### src/rtl/pair_momentum_decomposition_top_defines.svh
// assertion macros shared by the pair momentum decomposition design
`ifndef PAIR_MOMENTUM_DECOMPOSITION_TOP_DEFINES_SVH
`define PAIR_MOMENTUM_DECOMPOSITION_TOP_DEFINES_SVH

// same-cycle implication, checked at every rising edge out of reset
`define PMD_ASSERT_IMP(label, clk, rstn, ante, cons, msg) \
    label: assert property (@(posedge clk) disable iff (!rstn) (ante) |-> (cons)) \
        else $error(msg);

// next-cycle implication, checked at every rising edge out of reset
`define PMD_ASSERT_NXT(label, clk, rstn, ante, cons, msg) \
    label: assert property (@(posedge clk) disable iff (!rstn) (ante) |=> (cons)) \
        else $error(msg);

`endif

### src/rtl/pmd_pkg.sv
// types, constants and the micro-program of the pair momentum decomposition
`timescale 1ns / 1ps

package pmd_pkg;

    localparam int VALUE_WIDTH_DEF = 32;

    localparam int ADDR_W = 5;
    localparam int PC_W   = 7;

    localparam logic [1:0] STATUS_OK           = 2'd0;
    localparam logic [1:0] STATUS_NOT_SPACELIKE = 2'd1;
    localparam logic [1:0] STATUS_NEG_QINV     = 2'd2;
    localparam logic [1:0] STATUS_BAD_PT_S     = 2'd3;

    typedef enum logic [3:0] {
        OP_LOAD, OP_ADD, OP_SUB, OP_SHL2, OP_SHR2,
        OP_MUL, OP_DIV, OP_SQRT, OP_OUT, OP_END
    } op_t;

    typedef enum logic [1:0] {
        CHK_NONE, CHK_LE0, CHK_LT0, CHK_EQ0
    } chk_t;

    typedef struct packed {
        op_t               op;
        logic [ADDR_W-1:0] dst;
        logic [ADDR_W-1:0] ra;
        logic [ADDR_W-1:0] rb;
        chk_t              chk;
        logic [1:0]        code;
    } uword_t;

    // controller to datapath
    typedef struct packed {
        logic              cap_first;
        logic              cap_second;
        logic              rd;
        logic              go;
        op_t               op;
        logic [ADDR_W-1:0] dst;
        logic [ADDR_W-1:0] ra;
        logic [ADDR_W-1:0] rb;
    } cmd_t;

    // datapath to controller
    typedef struct packed {
        logic busy;
        logic done;
        logic neg;
        logic zero;
    } stat_t;

    localparam logic [PC_W-1:0] PC_END = 7'd94;

    function automatic uword_t mk(op_t op, int d, int a, int b,
                                  chk_t c = CHK_NONE, logic [1:0] code = STATUS_OK);
        uword_t w;
        w.op   = op;
        w.dst  = ADDR_W'(d);
        w.ra   = ADDR_W'(a);
        w.rb   = ADDR_W'(b);
        w.chk  = c;
        w.code = code;
        return w;
    endfunction

    // slots: 0-3 P, 4-7 Q, 8-11 D, 12 s, 13 scratch, 14 P.Q, 15 Q.Q, 16 D.D,
    // 17 P.D, 20 r numerator, 21 q numerator, 22 pt^2, 23 m2, 24 A, 25 B, 26 C
    function automatic uword_t ucode(logic [PC_W-1:0] pc);
        uword_t w;
        case (pc)
            7'd0:  w = mk(OP_LOAD, 0, 0, 0);
            7'd1:  w = mk(OP_LOAD, 1, 0, 0);
            7'd2:  w = mk(OP_LOAD, 2, 0, 0);
            7'd3:  w = mk(OP_LOAD, 3, 0, 0);
            7'd4:  w = mk(OP_LOAD, 4, 0, 0);
            7'd5:  w = mk(OP_LOAD, 5, 0, 0);
            7'd6:  w = mk(OP_LOAD, 6, 0, 0);
            7'd7:  w = mk(OP_LOAD, 7, 0, 0);
            7'd8:  w = mk(OP_LOAD, 8, 0, 0);
            7'd9:  w = mk(OP_LOAD, 9, 0, 0);
            7'd10: w = mk(OP_LOAD, 10, 0, 0);
            7'd11: w = mk(OP_LOAD, 11, 0, 0);
            // s = P.P
            7'd12: w = mk(OP_MUL, 12, 0, 0);
            7'd13: w = mk(OP_MUL, 13, 1, 1);
            7'd14: w = mk(OP_SUB, 12, 12, 13);
            7'd15: w = mk(OP_MUL, 13, 2, 2);
            7'd16: w = mk(OP_SUB, 12, 12, 13);
            7'd17: w = mk(OP_MUL, 13, 3, 3);
            7'd18: w = mk(OP_SUB, 12, 12, 13, CHK_LE0, STATUS_BAD_PT_S);
            // P.Q
            7'd19: w = mk(OP_MUL, 14, 0, 4);
            7'd20: w = mk(OP_MUL, 13, 1, 5);
            7'd21: w = mk(OP_SUB, 14, 14, 13);
            7'd22: w = mk(OP_MUL, 13, 2, 6);
            7'd23: w = mk(OP_SUB, 14, 14, 13);
            7'd24: w = mk(OP_MUL, 13, 3, 7);
            7'd25: w = mk(OP_SUB, 14, 14, 13);
            // Q.Q
            7'd26: w = mk(OP_MUL, 15, 4, 4);
            7'd27: w = mk(OP_MUL, 13, 5, 5);
            7'd28: w = mk(OP_SUB, 15, 15, 13);
            7'd29: w = mk(OP_MUL, 13, 6, 6);
            7'd30: w = mk(OP_SUB, 15, 15, 13);
            7'd31: w = mk(OP_MUL, 13, 7, 7);
            7'd32: w = mk(OP_SUB, 15, 15, 13);
            // D.D
            7'd33: w = mk(OP_MUL, 16, 8, 8);
            7'd34: w = mk(OP_MUL, 13, 9, 9);
            7'd35: w = mk(OP_SUB, 16, 16, 13);
            7'd36: w = mk(OP_MUL, 13, 10, 10);
            7'd37: w = mk(OP_SUB, 16, 16, 13);
            7'd38: w = mk(OP_MUL, 13, 11, 11);
            7'd39: w = mk(OP_SUB, 16, 16, 13);
            // P.D
            7'd40: w = mk(OP_MUL, 17, 0, 8);
            7'd41: w = mk(OP_MUL, 13, 1, 9);
            7'd42: w = mk(OP_SUB, 17, 17, 13);
            7'd43: w = mk(OP_MUL, 13, 2, 10);
            7'd44: w = mk(OP_SUB, 17, 17, 13);
            7'd45: w = mk(OP_MUL, 13, 3, 11);
            7'd46: w = mk(OP_SUB, 17, 17, 13);
            // separation numerator
            7'd47: w = mk(OP_MUL, 18, 17, 17);
            7'd48: w = mk(OP_MUL, 19, 16, 12);
            7'd49: w = mk(OP_SUB, 20, 18, 19, CHK_LT0, STATUS_NOT_SPACELIKE);
            // qinv numerator
            7'd50: w = mk(OP_MUL, 18, 14, 14);
            7'd51: w = mk(OP_MUL, 19, 15, 12);
            7'd52: w = mk(OP_SUB, 21, 18, 19, CHK_LT0, STATUS_NEG_QINV);
            // pt^2
            7'd53: w = mk(OP_MUL, 22, 1, 1);
            7'd54: w = mk(OP_MUL, 13, 2, 2);
            7'd55: w = mk(OP_ADD, 22, 22, 13, CHK_EQ0, STATUS_BAD_PT_S);
            // m2
            7'd56: w = mk(OP_MUL, 23, 0, 0);
            7'd57: w = mk(OP_MUL, 13, 3, 3);
            7'd58: w = mk(OP_SUB, 23, 23, 13);
            // A, B, C
            7'd59: w = mk(OP_MUL, 24, 1, 6);
            7'd60: w = mk(OP_MUL, 13, 2, 5);
            7'd61: w = mk(OP_SUB, 24, 24, 13);
            7'd62: w = mk(OP_MUL, 25, 0, 7);
            7'd63: w = mk(OP_MUL, 13, 3, 4);
            7'd64: w = mk(OP_SUB, 25, 25, 13);
            7'd65: w = mk(OP_MUL, 26, 1, 5);
            7'd66: w = mk(OP_MUL, 13, 2, 6);
            7'd67: w = mk(OP_ADD, 26, 26, 13);
            // q_long
            7'd68: w = mk(OP_MUL, 27, 25, 25);
            7'd69: w = mk(OP_SHL2, 28, 23, 23);
            7'd70: w = mk(OP_DIV, 29, 27, 28);
            7'd71: w = mk(OP_SQRT, 29, 29, 29);
            7'd72: w = mk(OP_OUT, 0, 29, 25);
            // q_out
            7'd73: w = mk(OP_MUL, 27, 26, 26);
            7'd74: w = mk(OP_MUL, 27, 27, 12);
            7'd75: w = mk(OP_MUL, 28, 28, 22);
            7'd76: w = mk(OP_DIV, 29, 27, 28);
            7'd77: w = mk(OP_SQRT, 29, 29, 29);
            7'd78: w = mk(OP_OUT, 1, 29, 26);
            // q_side
            7'd79: w = mk(OP_MUL, 27, 24, 24);
            7'd80: w = mk(OP_SHL2, 28, 22, 22);
            7'd81: w = mk(OP_DIV, 29, 27, 28);
            7'd82: w = mk(OP_SQRT, 29, 29, 29);
            7'd83: w = mk(OP_OUT, 2, 29, 24);
            // q_invariant
            7'd84: w = mk(OP_SHL2, 28, 12, 12);
            7'd85: w = mk(OP_DIV, 29, 21, 28);
            7'd86: w = mk(OP_SQRT, 29, 29, 29);
            7'd87: w = mk(OP_OUT, 3, 29, 29);
            // r_invariant
            7'd88: w = mk(OP_DIV, 29, 20, 12);
            7'd89: w = mk(OP_SQRT, 29, 29, 29);
            7'd90: w = mk(OP_OUT, 4, 29, 29);
            // k_transverse
            7'd91: w = mk(OP_SHR2, 29, 22, 22);
            7'd92: w = mk(OP_SQRT, 29, 29, 29);
            7'd93: w = mk(OP_OUT, 5, 29, 29);
            default: w = mk(OP_END, 0, 0, 0);
        endcase
        return w;
    endfunction

endpackage

### src/rtl/pmd_ctrl.sv
// controller: pair sequencing and micro-program stepping
`timescale 1ns / 1ps
`include "pair_momentum_decomposition_top_defines.svh"

module pmd_ctrl (
    input  logic           aclk,
    input  logic           aresetn,
    input  logic           in_valid,
    input  logic           in_second,
    output logic           in_ready,
    input  logic           out_free,
    output logic           emit,
    output logic [1:0]     status,
    output pmd_pkg::cmd_t  cmd,
    input  pmd_pkg::stat_t stat
);
    import pmd_pkg::*;

    typedef enum logic [4:0] {
        ST_IDLE  = 5'b00001,
        ST_FETCH = 5'b00010,
        ST_ISSUE = 5'b00100,
        ST_WAIT  = 5'b01000,
        ST_EMIT  = 5'b10000
    } state_t;

    state_t          state_reg, state_next;
    logic [PC_W-1:0] pc_reg, pc_next;
    logic            have_first_reg, have_first_next;
    logic [1:0]      status_reg, status_next;
    uword_t          uw;
    logic            fail;

    assign uw       = ucode(pc_reg);
    assign in_ready = (state_reg == ST_IDLE);
    assign status   = status_reg;

    always_comb begin
        case (uw.chk)
            CHK_LE0: fail = stat.neg | stat.zero;
            CHK_LT0: fail = stat.neg;
            CHK_EQ0: fail = stat.zero;
            default: fail = 1'b0;
        endcase
    end

    always_comb begin
        state_next      = state_reg;
        pc_next         = pc_reg;
        have_first_next = have_first_reg;
        status_next     = status_reg;
        emit            = 1'b0;
        cmd             = '0;
        cmd.op          = uw.op;
        cmd.dst         = uw.dst;
        cmd.ra          = uw.ra;
        cmd.rb          = uw.rb;
        case (state_reg)
            ST_IDLE: begin
                if (in_valid) begin
                    if (!in_second) begin
                        cmd.cap_first   = 1'b1;
                        have_first_next = 1'b1;
                    end else if (have_first_reg) begin
                        cmd.cap_second  = 1'b1;
                        have_first_next = 1'b0;
                        pc_next         = '0;
                        status_next     = STATUS_OK;
                        state_next      = ST_FETCH;
                    end
                end
            end
            ST_FETCH: begin
                if (uw.op == OP_END) begin
                    state_next = ST_EMIT;
                end else begin
                    cmd.rd     = 1'b1;
                    state_next = ST_ISSUE;
                end
            end
            ST_ISSUE: begin
                cmd.go     = 1'b1;
                state_next = ST_WAIT;
            end
            ST_WAIT: begin
                if (stat.done) begin
                    if (fail) begin
                        status_next = uw.code;
                        state_next  = ST_EMIT;
                    end else begin
                        pc_next    = pc_reg + PC_W'(1);
                        state_next = ST_FETCH;
                    end
                end
            end
            ST_EMIT: begin
                if (out_free) begin
                    emit       = 1'b1;
                    state_next = ST_IDLE;
                end
            end
            default: begin
                state_next = ST_IDLE;
            end
        endcase
    end

    always_ff @(posedge aclk) begin
        if (!aresetn) begin
            state_reg      <= ST_IDLE;
            pc_reg         <= '0;
            have_first_reg <= 1'b0;
            status_reg     <= STATUS_OK;
        end else begin
            state_reg      <= state_next;
            pc_reg         <= pc_next;
            have_first_reg <= have_first_next;
            status_reg     <= status_next;
        end
    end

    `PMD_ASSERT_IMP(a_done_in_wait, aclk, aresetn, stat.done, state_reg == ST_WAIT, "unit finished outside wait")
    `PMD_ASSERT_NXT(a_go_starts, aclk, aresetn, cmd.go, stat.busy || stat.done, "issued step did not start")
    `PMD_ASSERT_IMP(a_pc_bound, aclk, aresetn, state_reg == ST_FETCH, pc_reg <= PC_END, "program counter ran past end")
    `PMD_ASSERT_NXT(a_pair_clears, aclk, aresetn, cmd.cap_second, !have_first_reg, "stored first kept after pair")

endmodule

### config.mk
export PLATFORM = sky130hd
export DESIGN_NAME = pmd_ctrl
export DESIGN_NICKNAME = d
export VERILOG_FILES = /design/src/rtl/pmd_pkg.sv /design/src/rtl/pmd_ctrl.sv
export VERILOG_INCLUDE_DIRS = /design/src /design/src/rtl
export SDC_FILE = /design/constraint.sdc
export NUM_CORES = 1
export LEC_CHECK = 0
export ABC_AREA = 1
export BUFFER_PORTS_ARGS = -buffer_cell sky130_fd_sc_hd__buf_4
export CORE_MARGIN = 5
export CORE_UTILIZATION = 50
export DETAILED_ROUTE_END_ITERATION = 8
export PLACE_DENSITY_LB_ADDON = 0.15
export REMOVE_ABC_BUFFERS = 1
export SLEW_MARGIN = 20
export SYNTH_ARGS = -nofsm -noshare
export SYNTH_HDL_FRONTEND = slang
export SYNTH_SLANG_ARGS = --single-unit
### constraint.sdc
create_clock -name aclk -period 2.97 [get_ports aclk]
set_clock_uncertainty 0.15 [all_clocks]
set_input_delay 0.297 -clock aclk [delete_from_list [all_inputs] [get_ports aclk]]
set_output_delay 0.297 -clock aclk [all_outputs]
set_load 0.01 [all_outputs]
; Word level (Yosys, flattened, before mapping)
; Memories as Yosys holds them, arrays and structs flattened. A register that Yosys moved wholly into a read port is not among the register bits.
; Index checks and enable logic that the tools add are counted.
[word_totals]
reg_bits = 15
out_inout_bits = 27
n_memories = 1
wordCells = 61
rom_bits = 2944
input_bits = 9
[classes]
reduce_logical = 5
n_bitwise = 1
n_mux = 33
addsub = 1
eq_ne = 16
[mem_list]
columns = name, words, word_bits, read_ports, rd_ports_with_merged_regs, write_ports, line_no
row1 = (no name shown), 128, 23, 1, 1, 0, pmd_pkg.sv:72  ; case (pc)
[ops]
columns = operator, n
row1 = two-way mux 7 bit, 7
row2 = two-way mux 5 bit, 7
row3 = one-hot mux 5 bit (5 select lines), 1
row4 = two-way mux 2 bit, 7
row5 = one-hot mux 7 bit (2 select lines), 1
row6 = "!= test 2 bit, second input constant", 6
row7 = AND reduction 6 bit, 2
row8 = two-way mux 1 bit, 8
row9 = "adder 7 x 1 -> 7 bit, second input constant", 1
row10 = "equality test 5 x 1 -> 1 bit, second input constant", 1
row11 = "equality test 5 x 2 -> 1 bit, second input constant", 1
row12 = "equality test 5 x 3 -> 1 bit, second input constant", 1
row13 = "equality test 5 x 4 -> 1 bit, second input constant", 1
row14 = "equality test 5 bit, second input constant", 1
row15 = AND reduction 5 bit, 1
row16 = "equality test 2 bit, second input constant", 2
row17 = "equality test 4 bit, second input constant", 1
row18 = one-hot mux 2 bit (2 select lines), 1
row19 = one-hot mux 1 bit (3 select lines), 1
row20 = "equality test 2 x 1 -> 1 bit, second input constant", 1
row21 = "!= test 2 x 1 -> 1 bit, second input constant", 1
row22 = AND reduction 2 bit, 1
row23 = nonzero test 2 bit, 1
row24 = bitwise OR 1 bit, 1

; Longest topological paths before layout
[logic_depth]
depth_word = 7
ltp_mapped = 22
mapped_depth_nobuf = 22

; Worst setup path after synthesis
; Ideal clock, no wire load.
[synth_path]
path_kind = flip-flop to flip-flop
startpoint = reg state_reg[0]
endpoint = reg, netlist name uw[11]
path_slack_ns = 0.215
t_arrival_ns = 2.485
stages_incl_launch_ff = 19
path_buffers = 0
setup_ns = 0.120
synth_period_minus_slack_ns = 2.755
required_time_ns = 2.700
path_cell_list = dfxtp_1 nor2_4 nand2_2 nor2_4 nand3_2 nand2_2 nand2_4 o21ai_1 nand2_1 ha_1 inv_1 nand2_1 inv_1 nor2_2 nand2_1 o21ai_0 nand2_1 nand3_1 nand3_1
[synth_between]
elab_chain_len = 5
elab_cells_between_ends = 12
cone_classes = eq/ne: 7 / mux: 3 / reduce/logical: 2
[synth_lines]
columns = element, line_no
row1 = from (decl), pmd_ctrl.sv:27  ; state_t state_reg, state_next;
row2 = from (signal assigned), pmd_ctrl.sv:115  ; state_reg <= state_next;
row3 = equality test 5 x 4 -> 1 bit / equality test 5 x 1 -> 1 bit (equally long branches), pmd_ctrl.sv:58  ; case (state_reg)
row4 = "!= test 2 bit (no line), or another cell as far along", n/a
row5 = AND reduction 6 bit (no line), n/a
row6 = two-way mux 7 bit (no line) * (2 in series), n/a
; Every way passes the cells marked *; elsewhere a longest branch is shown, timed or not.
; A chain may end at the register's enable or synchronous reset.

; Final worst setup path
[layout_path]
startpoint = reg state_reg[1]
endpoint = reg, netlist name uw[8]
[layout_between]
elab_chain_len = 5
elab_cells_between_ends = 12
cone_classes = eq/ne: 7 / mux: 3 / reduce/logical: 2
[layout_lines]
columns = element, line_no
row1 = equality test 5 x 4 -> 1 bit / equality test 5 x 1 -> 1 bit (equally long branches), pmd_ctrl.sv:58
row2 = "!= test 2 bit (no line), or another cell as far along", n/a
row3 = AND reduction 6 bit (no line), n/a
row4 = two-way mux 7 bit (no line) * (2 in series), n/a
; Marks and branches as above.

==> impl_metrics.tcl <==
set metrics [dict create \
    crit_type "flop to flop" \
    top_usage_layer "met2" \
    fin_cells 714 \
    grt_use_met2_pct 47.0 \
    grt_pass1_vias 4045 \
    fmax_mhz 352 \
    rsz0062_at_grt "false" \
    place_congestion 1.04 \
    drtAntennaViolNets 0 \
    synthCells 583 \
    crit_arrival_ns 2.91 \
    cp-start-kind "flop" \
    avgSynthCellArea_um2 5.91 \
    htreeDepth 2 \
    clockRootBuffer "clkbuf_8" \
    initial_core_util_pct 51.0 \
    place.port_buffers 34 \
    async_flop_share_pct 0 \
    cts_tree "built" \
    hold_viol_final 0 \
    antenna_found_initial 0 \
    vias 4367 \
    period_needed_ns 2.84 \
    ir_drop_mv 0.677 \
    via_per_inst 6.12 \
    cts_buffer_depth 2 \
    fp.dieArea_um2 8650 \
    maxCapViolCount 0 \
    pre_cts_slack_ns 0.0109 \
    power_density_nw_per_um2 969 \
    drv_slew 0 \
    ys.warnings.count 0 \
    use_met3_pct 6.44 \
    drtPass1Iterations 5 \
    worst_pin_slew_ns 0.459 \
    num_rows 30 \
    setup_violations 0 \
    place.detailed.hpwl_um 10400 \
    hold_slack_ns 0.162 \
    synth-seq-area-share_pct 22.1 \
    synth_edf_count 0 \
    grt_pass1_wl_um 21100 \
    finalSetupTns_ns 0 \
    cp_max_fo 10 \
    drt_iter0_drc 619 \
    diodes 0 \
    synth-seq-cells 38 \
    syn_to_final_growth_pct 20.6 \
    drive_gt1_share_pct 21.8 \
    synth_cell_types 37 \
    synth_area_um2 3440 \
    drc 0 \
    min-delay-path-class "input pin to flop" \
    max_slew_margin_pct 69.3 \
    use_met1_pct 42.6 \
    p_leak_uw 0.00211 \
    yosys.area.top_type "dfxtp_1" \
    totalWireLength_um 13700 \
    synth_top_area_share_pct 22.1 \
    required_ns 3.04 \
    chipWidth_um 93.0 \
    grt_usage_pct 31.5 \
    yosysMostFrequentCell "nand2_1" \
    finalNetCount 657 \
    status "completed" \
    largest_register_ffs 23 \
    placed_cells 704 \
    cts_buffers 5 \
    cts_sinks 38 \
    finalWorstSetupSlack_ns 0.131 \
    yosys-top-cells-area "dfxtp_1 22%, nand2_1 20%, nand3_1 12%" \
    cts.clk_slew.worst_paths_ns 0.09 \
    insertion_delay_ns 0.30 \
    core_um2 6760 \
    grt_max_degree 44 \
    grt-ovfl-total 0 \
    wl_per_cell_um 19.2 \
    end_kind "flop" \
    synth_flop_cell "dfxtp_1" \
    finalCritPeriodShare_pct 95.6 \
    synth_common_cells "183 x nand2_1, 80 x nand3_1, 51 x nor2_1" \
    num_io_pins 36 \
    fp.dieH_um 93.0 \
]
-- stage by stage --
step | util, % | instance area, um^2 | power, uW
5_1_grt | 61.5 | 4150 | 4270
2_1_floorplan | - | 3210 | 2220
6_report | 61.5 | 4150 | 4020
4_1_cts | 59.8 | 4040 | 3810
3_5_place_dp | 57.6 | 3890 | 3230
3_3_place_gp | 57.6 | 3890 | 3220
-- final timing paths --
check,startpoint,endpoint,slack [ns],cells past startpoint
setup / recovery,state_reg[1]$_SDFFE_PN0P_,uw[8]$_DFF_P_,0.13,18
hold reg to reg,uw[1]$_SDFF_PN0_,status[1]$_SDFFE_PN0P_,0.30,2
hold / removal,stat[2],state_reg[3]$_SDFFE_PN0P_,0.16,4
setup reg to reg,state_reg[1]$_SDFFE_PN0P_,uw[8]$_DFF_P_,0.13,18
-- area by class of cell --
class	instances	area [um^2]
Timing Repair Buffer	80	608
Clock buffer	6	82.6
Sequential cell	38	762
Clock inverter	2	60.1
Inverter	56	213
Multi-Input combinational cell	452	2330
Tap cell	80	100
Fill cell	669	2600
-- layer usage --
metal,wire length [um],part of all wire (%)
met4,804,5.9
met1,5460,40
met3,1770,13
met5,0,0
met2,5660,41
-- report_power, final --
group | switching [uW] | leakage (uW) | total, uW | internal, uW
combinational | 1820 | 0.00173 | 2730 | 913
sequential | 70.3 | 0.000310 | 719 | 649
clock | 212 | 0.0000714 | 571 | 359
total | 2100 | 0.00211 | 4020 | 1920
-- layout by cell type, fill, tap and decap left out, drive strengths merged --
master	count
a211oi	2
a21oi	23
a22oi	1
a31oi	2
and3	1
buf	80
bufinv	2
clkbuf	6
clkinv	1
dfxtp	38
ha	15
inv	55
nand2	193
nand3	84
nand3b	3
nand4	18
nor2	54
nor3	5
o211ai	8
o21ai	37
o22ai	1
o311ai	1
or2	3
xor2	1
-- worst max-delay path, stage by stage, from the launching register on --
cell	delay, ns
dfxtp_1	0.36
nor2_4	0.13
nand2_2	0.09
nor2_4	0.10
nand3_2	0.10
nand2_2	0.12
nand2_4	0.09
nand2_1	0.06
nand2_1	0.07
nand2_1	0.15
buf_6	0.19
ha_1	0.22
inv_1	0.06
nand3_1	0.13
nand3_2	0.13
buf_4	0.17
o21ai_0	0.26
nand2_1	0.08
o21ai_1	0.08
-- logic make-up after synthesis --
kind of cell               synth area share (%)
DFF                                        22.1
xor gates and xnor gates                  0.254
AOI/OAI and AO/OA                          12.4
and+or+nand+nor                            46.9
adders and majority gates                  5.45
buffers and inverters                      12.9
-- timing repair --
item / in CTS / in global routing
gates resized for setup: 1 / 29
setup buffers: 0 / 2
hold buffers: 0 / 0
endpoints found under the setup margin: 1 / 20
pin swaps: 0 / 2
Note: power is estimated with default switching activity, not from simulation.
